$ cat src/rtl/vcrp_pkg.sv
`timescale 1ns / 1ps
package vcrp_pkg;

   typedef enum logic [1:0] {
      OP_REG_READ    = 2'd0,
      OP_REG_WRITE   = 2'd1,
      OP_PAL_LOOKUP  = 2'd2,
      OP_CUR_LOOKUP  = 2'd3
   } op_type;

   localparam int IDX_W = 10;

   localparam logic [IDX_W-1:0] MASK_A          = 10'h1ff;
   localparam logic [IDX_W-1:0] MASK_B          = 10'h3ff;
   localparam logic [IDX_W-1:0] COPY_SRC_REG    = 10'h12a;
   localparam logic [IDX_W-1:0] COPY_DST_REG    = 10'h180;
   localparam logic [IDX_W-1:0] CURSOR_POS_REG  = 10'h0c7;
   localparam logic [IDX_W-1:0] STRIDE_REG      = 10'h000;
   // Cursor colour registers 0xa0..0xa3 share the upper index bits 0xa0 >> 2.
   localparam logic [IDX_W-3:0] CURSOR_COL_BASE = 8'h28;
   localparam logic [1:0]       PAL_BANK_A      = 2'b00;
   localparam logic [1:0]       PAL_BANK_B      = 2'b01;

   typedef struct packed {
      logic [31:0]        read_word;
      logic [23:0]        colour;
      logic signed [11:0] cursor_x;
      logic signed [11:0] cursor_y;
      logic               wide_stride;
   } rsp_item_type;

   function automatic logic [7:0] bit_reverse8(input logic [7:0] v);
      logic [7:0] r;
      for (int i = 0; i < 8; i++) begin
         r[7-i] = v[i];
      end
      return r;
   endfunction

   // Word bytes are red, green, blue from the bottom; store as 0xRRGGBB.
   function automatic logic [23:0] pack_colour(input logic [31:0] w);
      return {w[7:0], w[15:8], w[23:16]};
   endfunction

endpackage

$ cat src/rtl/vcrp_rsp_if.sv
`timescale 1ns / 1ps
interface vcrp_rsp_if;
   logic               valid;
   logic               ready;
   logic [31:0]        read_word;
   logic [23:0]        colour;
   logic signed [11:0] cursor_x;
   logic signed [11:0] cursor_y;
   logic               wide_stride;

   modport source (
      output valid, read_word, colour, cursor_x, cursor_y, wide_stride,
      input  ready
   );
   modport sink (
      input  valid, read_word, colour, cursor_x, cursor_y, wide_stride,
      output ready
   );
endinterface

$ cat src/rtl/vcrp_rsp_buf.sv
`timescale 1ns / 1ps
module vcrp_rsp_buf (
   input  logic                  clock,
   input  logic                  reset,
   input  logic                  push,
   input  vcrp_pkg::rsp_item_type push_item,
   output logic                  full,
   vcrp_rsp_if.source            rsp_ch
);
   import vcrp_pkg::*;

   logic [1:0]   count_ff;
   logic [1:0]   count_in;
   logic         wr_ptr_ff;
   logic         rd_ptr_ff;
   logic         pop;
   rsp_item_type ent_ff [2];
   rsp_item_type head;

   assign pop  = rsp_ch.valid && rsp_ch.ready;
   assign full = (count_ff == 2'd2);
   assign head = ent_ff[rd_ptr_ff];

   always_comb begin
      count_in = count_ff;
      if (push && !pop) begin
         count_in = count_ff + 2'd1;
      end else if (pop && !push) begin
         count_in = count_ff - 2'd1;
      end
   end

   always_ff @(posedge clock) begin
      if (reset) begin
         count_ff  <= '0;
         wr_ptr_ff <= 1'b0;
         rd_ptr_ff <= 1'b0;
      end else begin
         count_ff <= count_in;
         if (push) begin
            wr_ptr_ff <= ~wr_ptr_ff;
         end
         if (pop) begin
            rd_ptr_ff <= ~rd_ptr_ff;
         end
      end
   end

   always_ff @(posedge clock) begin
      if (push) begin
         ent_ff[wr_ptr_ff] <= push_item;
      end
   end

   assign rsp_ch.valid       = (count_ff != 2'd0);
   assign rsp_ch.read_word   = head.read_word;
   assign rsp_ch.colour      = head.colour;
   assign rsp_ch.cursor_x    = head.cursor_x;
   assign rsp_ch.cursor_y    = head.cursor_y;
   assign rsp_ch.wide_stride = head.wide_stride;

endmodule

$ cat src/flat_wrapper.sv
// flat-port wrapper written by rule: the top's interface ports become plain ports
module vcrp_rsp_buf_flat import vcrp_pkg::*;
  (clock, reset, push, push_item, full, rsp_ch_valid, rsp_ch_read_word, rsp_ch_colour, rsp_ch_cursor_x, rsp_ch_cursor_y, rsp_ch_wide_stride, rsp_ch_ready);
  vcrp_rsp_if rsp_ch_i ();
  input  logic clock;
  input  logic reset;
  input  logic push;
  input  vcrp_pkg::rsp_item_type push_item;
  output logic full;
  output wire logic [$bits(rsp_ch_i.valid)-1:0] rsp_ch_valid;
  output wire logic [$bits(rsp_ch_i.read_word)-1:0] rsp_ch_read_word;
  output wire logic [$bits(rsp_ch_i.colour)-1:0] rsp_ch_colour;
  output wire logic [$bits(rsp_ch_i.cursor_x)-1:0] rsp_ch_cursor_x;
  output wire logic [$bits(rsp_ch_i.cursor_y)-1:0] rsp_ch_cursor_y;
  output wire logic [$bits(rsp_ch_i.wide_stride)-1:0] rsp_ch_wide_stride;
  input wire logic [$bits(rsp_ch_i.ready)-1:0] rsp_ch_ready;
  assign rsp_ch_valid = rsp_ch_i.valid;
  assign rsp_ch_read_word = rsp_ch_i.read_word;
  assign rsp_ch_colour = rsp_ch_i.colour;
  assign rsp_ch_cursor_x = rsp_ch_i.cursor_x;
  assign rsp_ch_cursor_y = rsp_ch_i.cursor_y;
  assign rsp_ch_wide_stride = rsp_ch_i.wide_stride;
  assign rsp_ch_i.ready = rsp_ch_ready;
  vcrp_rsp_buf u_core (.clock(clock), .reset(reset), .push(push), .push_item(push_item), .full(full), .rsp_ch(rsp_ch_i));
endmodule
$ cat config.mk
export PLATFORM = sky130hd
export DESIGN_NAME = vcrp_rsp_buf_flat
export DESIGN_NICKNAME = d
export VERILOG_FILES = /design/src/rtl/vcrp_pkg.sv /design/src/rtl/vcrp_rsp_if.sv /design/src/rtl/vcrp_rsp_buf.sv /design/src/flat_wrapper.sv
export SDC_FILE = /design/constraint.sdc
export NUM_CORES = 1
export LEC_CHECK = 0
export BUFFER_PORTS_ARGS = -buffer_cell sky130_fd_sc_hd__buf_2
export CAP_MARGIN = 20
export CORE_MARGIN = 2
export CORE_UTILIZATION = 56
export DETAILED_ROUTE_END_ITERATION = 6
export PLACE_DENSITY = 0.85
export SYNTH_ARGS = -nofsm -noshare
export SYNTH_HDL_FRONTEND = slang
export SYNTH_SLANG_ARGS = --single-unit
$ cat constraint.sdc
create_clock -name clock -period 10.19 [get_ports clock]
set_input_delay 0.5095 -clock clock [delete_from_list [all_inputs] [get_ports clock]]
set_output_delay 0.5095 -clock clock [all_outputs]
set_load 0.01 [all_outputs]
==> results of run 1 <==
layout make-up:
type	instances	area, um^2	share of cell area
timing repair buffer	169	871	0.115
sequential	167	4970	0.654
tap	140	175	0.0230
clock inverter	12	129	0.0170
multi-input combinational	98	1030	0.136
clock buffer	20	425	0.0560
state kept, by name (all words and copies together), names as in the netlist, named ones only:
name and cells:
u_core.wr_ptr_ff 1, u_core.rd_ptr_ff 1, u_core.count_ff 2, u_core.ent_ff 162
critical path, cell delays in order, from the launching register on:
cell	delay (ps)
dfxtp_4	1050
mux2_2	440
buf_2	140
synth_stat cells, drive strengths merged:
master  number
a21oi        1
and2         1
and2b        1
buf          9
dfxtp        5
edfxtp     162
ha           1
mux2        81
nor2         4
nor2b        1
o21ai        2
or2          1
or3          1
xnor2        1
xor2         3
worst paths after layout:
check | end | slack, ps | cells after the start
max | rsp_ch_read_word[20] | 7510 | 2
min | u_core.ent_ff[0][76] | 180 | 1
max reg2reg | u_core.ent_ff[0][30] | 8090 | 2
min reg2reg | u_core.rd_ptr_ff | 540 | 2
layout by cell type (no fill, tap or decap), types with 2 or more instances in the layout:
master and n:
clkinv_1 2, clkbuf_1 3, edfxtp_1 162, xor2_1 3, nor2_1 4, bufinv_16 2
mux2_2 81, o21ai_0 2, buf_2 167, clkinv_4 2, dfxtp_1 4, clkbuf_16 16
clkinvlp_4 4
per-layer routing:
metal	global-route usage	up-vias	wire [um]
li1	-	1445	-
met1	0.217	1562	4090
met2	0.325	101	5880
met3	0.0512	14	589
met4	0.0769	0	146
met5	0	-	0
where the power goes:
group | total (mW) | leakage, nW | switching (mW) | internal (mW)
Combinational | 0.340 | 1.03 | 0.149 | 0.191
Sequential | 0.873 | 1.56 | 0.0651 | 0.808
Clock | 0.591 | 0.257 | 0.243 | 0.348
Total | 1.80 | 2.85 | 0.457 | 1.35
logic make-up after synthesis:
kind of cell,Yosys count
AO/OA/AOI/OAI,3
XOR/XNOR,4
adder cells (fa/ha/maj),1
buffers and inverters,9
flip-flops,167
multiplexers,81
AND/OR/NAND/NOR,9
metrics by stage:
| stage | instances | setup WS [ps] | total power, mW | hold slack (ps) |
|---|---|---|---|---|
| floorplan | 274 | 5610 | 1.11 | 466 |
| global placement | 573 | 7790 | 1.22 | 481 |
| detailed placement | 573 | 7720 | 1.23 | 538 |
| CTS | 605 | 7450 | 1.82 | 151 |
| global route | 606 | 7370 | 1.88 | 159 |
| finish | 606 | 7510 | 1.80 | 183 |
==> results.txt, run 1 <==
Clk Latency, worst-skew pair -> 510 ps
Fill cells -> 698
Setup Buffers After CTS -> 0
Critical Path Fanout Max -> 81
Final setup violation count -> 0
CTS sink count -> 167
Cell Area, Placed -> 7020 um^2
GPL Wtd Cong -> 0.760
Adder-Cell Fraction of Synth Area -> 0.00206
Die Area -> 11,700 um^2
IO Pins -> 168
Root Driver -> clkbuf_8
Gate Count Post-Synth -> 274
Total negative slack -> 0 ps
Simple-gate share of the synthesized area -> 0.00802
Pwr dens -> 237 nW/um^2
First-pass GRT wire length -> 15.7 mm
CP endpoint kind -> output pin
Mapped Area -> 6090 um^2
Slew headroom -> 0.293
Initial core utilization -> 0.569
Detailed placement HPWL -> 6.83 mm
Multiplexer share of the synthesized area -> 0.150
Post-Route WL -> 10.7 mm
Die Wd -> 108 um
Clock Tree Buf Depth -> 2
Worst slew pin tran -> 1060 ps
Status -> completed
Vias/cell -> 5.15
Yosys top cell area share -> 0.799
Initial antenna violation count -> 1
RSZ-0062 raised after global routing -> no
DRT iter0 DRCs -> 137
Area growth, synth to finish -> 24.9%
Setup crit start kind -> flop
DRC -> 0
CP arrival -> 2170 ps
Gr usage total -> 0.186
Mean Syn Cell Area -> 22.2 um^2
DRT Pass-1 Iters -> 6
Post-Syn Nets -> 360
Final Hold Vio Count -> 0
CP Class -> flop to output pin
Fmax -> 373 MHz
Worst reg2reg startpoint -> u_core.wr_ptr_ff
Port bufs -> 167
Core Rows -> 38
Worst Path Required -> 9680 ps
Slew Viols, Final -> 0
Peak VDD IR -> 0.183 mV
Synthesis warning total -> 0
Tmin final -> 2680 ps
Core Util, Final -> 0.711
Ant. Diodes -> 0
Detail Route Antenna Nets -> 0
Reg clk slew, reported paths -> 70 ps
Main combinational cell family by area after synthesis -> multiplexers
WL per Instance -> 17.7 um
DIE HEIGHT -> 108 um
CTS buffer count -> 17
Yosys reg bits -> 167
Netlist cell types -> 16
Hold Crit Class -> input pin to flop
Number of global-route vias before repair -> 3,129
Sequential share of the synthesized area -> 0.816
Core ar. -> 10,700 um^2
Proportion of layout cells with a drive suffix above 1 -> 0.605
Clk_skew -> 5.87 ps
H-tree depth -> 4
Vias -> 3,122
CTS tree -> done
Post-CTS Resized -> 0
Leak -> 2.85 nW
Grt ovf -> 0
Final Net Count -> 539
Dominant cells by area after synthesis -> edfxtp_1 80%, mux2_2 15%, dfxtp_1 1.6%
Final Cell Area -> 7600 um^2
Tcrit/Tclk final -> 0.263
HP Start -> push_item[76]
Largest net degree at the start of global routing -> 82
Max-cap violations -> 0
Post-Synth XOR/XNOR Area -> 0.00576
Area leader, netlist -> edfxtp_1
Synth Area in Compound Gates -> 0.00247
# hold bufs at CTS -> 0
Note: power is estimated with default switching activity, not from simulation.
==> run 2, diff against run 1 <==
--- a/config.mk
+++ b/config.mk
@@ -8,9 +8,9 @@
 export BUFFER_PORTS_ARGS = -buffer_cell sky130_fd_sc_hd__buf_2
 export CAP_MARGIN = 20
 export CORE_MARGIN = 2
-export CORE_UTILIZATION = 56
+export CORE_UTILIZATION = 52
 export DETAILED_ROUTE_END_ITERATION = 6
-export PLACE_DENSITY = 0.85
+export PLACE_DENSITY = 0.79
 export SYNTH_ARGS = -nofsm -noshare
 export SYNTH_HDL_FRONTEND = slang
 export SYNTH_SLANG_ARGS = --single-unit
==> constraint.sdc (replaced) <==
create_clock -name clock -period 2.5 [get_ports clock]
set_input_delay 0.125 -clock clock [delete_from_list [all_inputs] [get_ports clock]]
set_output_delay 0.125 -clock clock [all_outputs]
set_load 0.01 [all_outputs]
==> run 2 against run 1 <==
- first-iteration DRC count rose by 12%
- cell count increased by 15%
- worst hold slack lost 110 ps
- via count increased by 10%
- clock power rose to 4.1 times the previous value
- non-clock buffer count is 86 higher
- setup slack lost 7000 ps
- total power rose to 4.2 times the previous value
- critical path type unchanged
- largest cell class unchanged
==> results.txt, run 2 (synthesis gave the netlist of run 1 again) <==
CP Class -> flop to output pin
Core Rows -> 39
Most frequent cells in the layout -> 167 x buf_2, 162 x edfxtp_1, 82 x dlygate4sd3_1
Status -> completed
DIE HEIGHT -> 112 um
Initial antenna violation count -> 0
Reg clk slew, reported paths -> 60 ps
Area growth, synth to finish -> 39.0%
Fmax -> 506 MHz
Setup crit start kind -> flop
Largest net degree at the start of global routing -> 46
Slew Viols, Final -> 0
Cell family with most CP delay -> flip-flops
Largest Register -> u_core.ent_ff
Worst slew pin tran -> 557 ps
IO Pins -> 168
Most common cell after layout, fill and taps aside -> buf_2
DRT Pass-1 Iters -> 4
Grt ovf -> 0
CP max stage cell -> dfxtp_4
DRC -> 0
Hold Crit Class -> input pin to flop
WL per Instance -> 17.2 um
CTS tree -> done
CTS sink count -> 167
Critical Path Fanout Max -> 28
Vias/cell -> 4.95
CTS buffer count -> 17
Clk Latency, worst-skew pair -> 400 ps
Vias -> 3,438
Gr usage total -> 0.194
Number of global-route vias before repair -> 3,698
Die Area -> 12,600 um^2
GPL Wtd Cong -> 0.719
Pwr dens -> 888 nW/um^2
Clock Tree Buf Depth -> 2
WP buf/inv -> 2
Post-Route WL -> 11.9 mm
Root Driver -> clkbuf_16
First-pass GRT wire length -> 18.5 mm
Final non-filler cell total -> 695
Largest registers -> u_core.ent_ff (162), u_core.count_ff (2)
Post-CTS Resized -> 0
Max-cap violations -> 0
DRT iter0 DRCs -> 154
Detailed placement HPWL -> 7.11 mm
Worst Path Required -> 2380 ps
Final setup violation count -> 0
Clk_skew -> 6.53 ps
Total negative slack -> 0 ps
Leak -> 3.21 nW
Die Wd -> 112 um
Proportion of layout cells with a drive suffix above 1 -> 0.518
RSZ-0062 raised after global routing -> no
Post-Place Setup Slack -> 820 ps
CP peak stage delay -> 600 ps
Tmin final -> 1980 ps
CP endpoint kind -> output pin
Port bufs -> 167
Ant. Diodes -> 0
Number of flip-flops in the largest register -> 162
H-tree depth -> 4
Critical path cell sequence -> buf_4 > mux2_2 > buf_2
Final Hold Vio Count -> 0
Core ar. -> 11,400 um^2
Initial core utilization -> 0.533
Fill cells -> 665
Tcrit/Tclk final -> 0.791
Final Net Count -> 625
Placed insts -> 581
Slew headroom -> 0.629
Peak VDD IR -> 0.589 mV
Detail Route Antenna Nets -> 0
Final Worst Setup Slack -> 523 ps
CP arrival -> 1850 ps
run 2: cell types whose count changed in the layout (fill, tap and decap cells not counted), sizes merged:
cell,change
buf,+4
clkinvlp,+1
inv,+1
clkbuf,+2
clkinv,-3
bufinv,-1
dlygate4sd3,+82
run 2: path summary, 6_finish.rpt:
path	start	endpoint	slack [ps]	depth (start not counted)
worst max-delay path	flop	rsp_ch_colour[21]	520	3
worst min-delay path	push	u_core.wr_ptr_ff	70	3
worst max register to register	u_core.count_ff[0]	u_core.count_ff[1]	720	4
worst min register to register	u_core.rd_ptr_ff	u_core.rd_ptr_ff	530	2
run 2: repair_timing:
| action | in CTS | in global routing |
|---|---|---|
| hold endpoints to repair | 167 | 0 |
| hold buffers | 82 | 0 |
| setup buffers | 0 | 0 |
| endpoints found under the setup margin | 0 | 0 |
run 2: cell type report:
cell class,instances,area [um^2],share of cell area
Clock buffer,22,454,0.0537
Timing Repair Buffer,255,1730,0.204
Sequential cell,167,4970,0.587
Multi-Input combinational cell,98,1030,0.122
Clock inverter,10,97.6,0.0115
Tap cell,143,179,0.0212
run 2: metal layers:
layer,share of wire,track usage,up-vias
li1,-,-,1620
met1,0.39,0.227,1680
met2,0.54,0.346,128
met3,0.056,0.0567,10
met4,0.0093,0.0602,0
met5,0,0,-
run 2: through the flow:
stage	power [mW]	hold WS [ps]	util	area (um^2)
2_1_floorplan	4.52	194	-	6090
3_3_place_gp	4.99	313	0.621	7090
3_5_place_dp	5.04	317	0.621	7090
4_1_cts	7.57	38.6	0.741	8460
5_1_grt	7.81	84.1	0.741	8460
6_report	7.51	68.9	0.741	8460
run 2: report_power, final:
part / total (mW) / internal, mW / switching (mW)
Sequential: 3.43 / 3.29 / 0.140
Combinational: 1.66 / 0.889 / 0.775
Clock: 2.42 / 1.40 / 1.02
Total: 7.51 / 5.58 / 1.93
run 2: worst min-delay path: stages:
cell	delay [ps]
buf_2	140
xnor2_1	80
nor2_1	80
==> run 3, diff against run 2 <==
--- a/config.mk
+++ b/config.mk
@@ -8,9 +8,9 @@
 export BUFFER_PORTS_ARGS = -buffer_cell sky130_fd_sc_hd__buf_2
 export CAP_MARGIN = 20
 export CORE_MARGIN = 2
-export CORE_UTILIZATION = 52
+export CORE_UTILIZATION = 47
 export DETAILED_ROUTE_END_ITERATION = 6
-export PLACE_DENSITY = 0.79
+export PLACE_DENSITY = 0.76
 export SYNTH_ARGS = -nofsm -noshare
 export SYNTH_HDL_FRONTEND = slang
 export SYNTH_SLANG_ARGS = --single-unit
==> constraint.sdc (replaced) <==
create_clock -name clock -period 1.8 [get_ports clock]
set_input_delay 0.09 -clock clock [delete_from_list [all_inputs] [get_ports clock]]
set_output_delay 0.09 -clock clock [all_outputs]
set_load 0.01 [all_outputs]
==> run 3 against run 2 <==
- first-iteration DRC count shrank 5.2%
- core utilization fell by 4.8 points
- non-clock buffer count grew 6
- combinational power is 54% higher
- critical path type unchanged
- largest cell class unchanged
==> results.txt, run 3 (synthesis gave the netlist of run 1 again) <==
HP Start -> rsp_ch_ready
Detail Route Antenna Nets -> 0
CP peak stage delay -> 450 ps
Cell Area, Placed -> 7190 um^2
Gr usage total -> 0.179
CTS buffer count -> 17
Die Wd -> 118 um
Slew headroom -> 0.804
Combinational share of power -> 0.224
Final Net Count -> 631
Core ar. -> 12,600 um^2
Worst slew pin tran -> 291 ps
Worst reg2reg startpoint -> u_core.count_ff[0]
WP buf/inv -> 2
Post-Route WL -> 12.2 mm
Proportion of layout cells with a drive suffix above 1 -> 0.527
DRT Pass-1 Iters -> 4
First-pass GRT wire length -> 19.0 mm
Detailed placement HPWL -> 6.98 mm
Peak VDD IR -> 0.889 mV
CP Class -> flop to output pin
Clock power frac -> 0.364
FF-to-FF End -> u_core.count_ff[1]
WL per Instance -> 16.8 um
Pint -> 8.67 mW
Critical Path Fanout Max -> 14
Most common cell after layout, fill and taps aside -> buf_2
Worst Path Required -> 1710 ps
Sw Pwr -> 2.73 mW
Vias/cell -> 4.84
Final setup violation count -> 0
Hold Crit Depth -> 4
CTS tree -> done
Max-cap violations -> 0
Max Used Layer -> met4
Initial core utilization -> 0.482
H-tree depth -> 4
Vias -> 3,532
Critical path cell sequence -> buf_6 > mux2_2 > buf_2
Die Area -> 13,900 um^2
Final Hold Vio Count -> 0
R2r setup slk -> 250 ps
Slew Viols, Final -> 0
Hold_ws -> 93.4 ps
Worst Reg-to-Reg Cells -> 4
Largest registers -> u_core.ent_ff (162), u_core.count_ff (2)
Switch share -> 0.239
Met1 WL -> 4.68 mm
Number of flip-flops in the largest register -> 162
DIE HEIGHT -> 118 um
Cell family with most CP delay -> flip-flops
Total negative slack -> 0 ps
Met2 Wirelength -> 6.64 mm
Sequential power share -> 0.412
DRT iter0 DRCs -> 146
Setup crit start kind -> flop
Most frequent cells in the layout -> 167 x buf_2, 162 x edfxtp_1, 83 x dlygate4sd3_1
Hold Crit Class -> input pin to flop
CP endpoint kind -> output pin
Port bufs -> 167
Leak -> 3.33 nW
Reg clk slew, reported paths -> 60 ps
CP max stage cell -> dfxtp_4
Final Cell Area -> 8750 um^2
Status -> completed
Met3 WL post-DR -> 664 um
Number of global-route vias before repair -> 3,866
CP arrival -> 1590 ps
Clock Tree Buf Depth -> 2
Pwr dens -> 1300 nW/um^2
DRC -> 0
Clk Latency, worst-skew pair -> 420 ps
Largest Register -> u_core.ent_ff
IO Pins -> 168
Ant. Diodes -> 0
Fmax -> 594 MHz
GPL Wtd Cong -> 0.682
Area growth, synth to finish -> 43.7%
CTS sink count -> 167
Tmin final -> 1680 ps
RSZ-0062 raised after global routing -> no
Grt ovf -> 0
Clk_skew -> 10.4 ps
Core Rows -> 41
Tcrit/Tclk final -> 0.935
Root Driver -> clkbuf_16
Largest net degree at the start of global routing -> 46
Initial antenna violation count -> 0
run 3: changes by cell type in the layout (fill, tap and decap cells not counted), sizes merged:
| cell | change |
|---|---|
| buf | +4 |
| bufinv | +6 |
| clkbuf | -2 |
| clkinv | +2 |
| clkinvlp | -3 |
| dlygate4sd3 | +1 |
| inv | -2 |
run 3: final cells by class:
cell class                 instances  area, um^2
sequential                       167        4970
multi-input combinational         98        1030
fill                             854        3870
timing repair buffer             261        1850
clock buffer                      19         433
clock inverter                    13         251
tap                              172         215
run 3: layer usage:
metal,vias up,GRT usage
met5,-,0
met4,0,0.0738
met3,23,0.0596
met2,117,0.323
met1,1758,0.193
li1,1634,-
run 3: worst max path at each step:
| stage | start | to | slack (ps) | depth (start not counted) |
|---|---|---|---|---|
| 2_1_floorplan | u_core.wr_ptr_ff | u_core.ent_ff[0][0] | -150 | 1 |
| 3_3_place_gp | u_core.count_ff[0] | u_core.count_ff[1] | 320 | 4 |
| 3_5_place_dp | u_core.count_ff[0] | u_core.count_ff[1] | 260 | 4 |
| 4_1_cts | flop | rsp_ch_read_word[6] | 5 | 3 |
| 5_1_grt | flop | rsp_ch_cursor_y[1] | 50 | 3 |
| 6_report | flop | rsp_ch_read_word[25] | 120 | 3 |
run 3: tightest hold or removal path: stages:
cell and delay, ps:
buf_2 100, o21ai_0 120, xor2_1 100, nor2_1 70
run 3: stage by stage:
stage / utilization / total power [mW] / instances / setup WS (ps)
after floorplan: - / 6.28 / 274 / -152
after global placement: 0.570 / 7.02 / 612 / 322
after detailed placement: 0.570 / 7.07 / 612 / 258
after CTS: 0.690 / 11.4 / 727 / 5.04
after global routing: 0.693 / 11.8 / 730 / 50.0
final: 0.693 / 11.4 / 730 / 116
run 3: power by group through the flow:
stage	clock [mW]	combinational, mW	sequential [mW]
after global placement	0	2.26	4.77
after global routing	4.36	2.73	4.72
after detailed placement	0	2.28	4.79
after floorplan	0	1.57	4.71
after CTS	4.21	2.45	4.71
final	4.15	2.55	4.70
run 3: timing repair:
action,CTS,global route
setup buffers,0,2
resized for setup,1,0
setup endpoints to repair,2,33
gates cloned,0,1
hold endpoints to repair,167,0
hold buffers,83,0
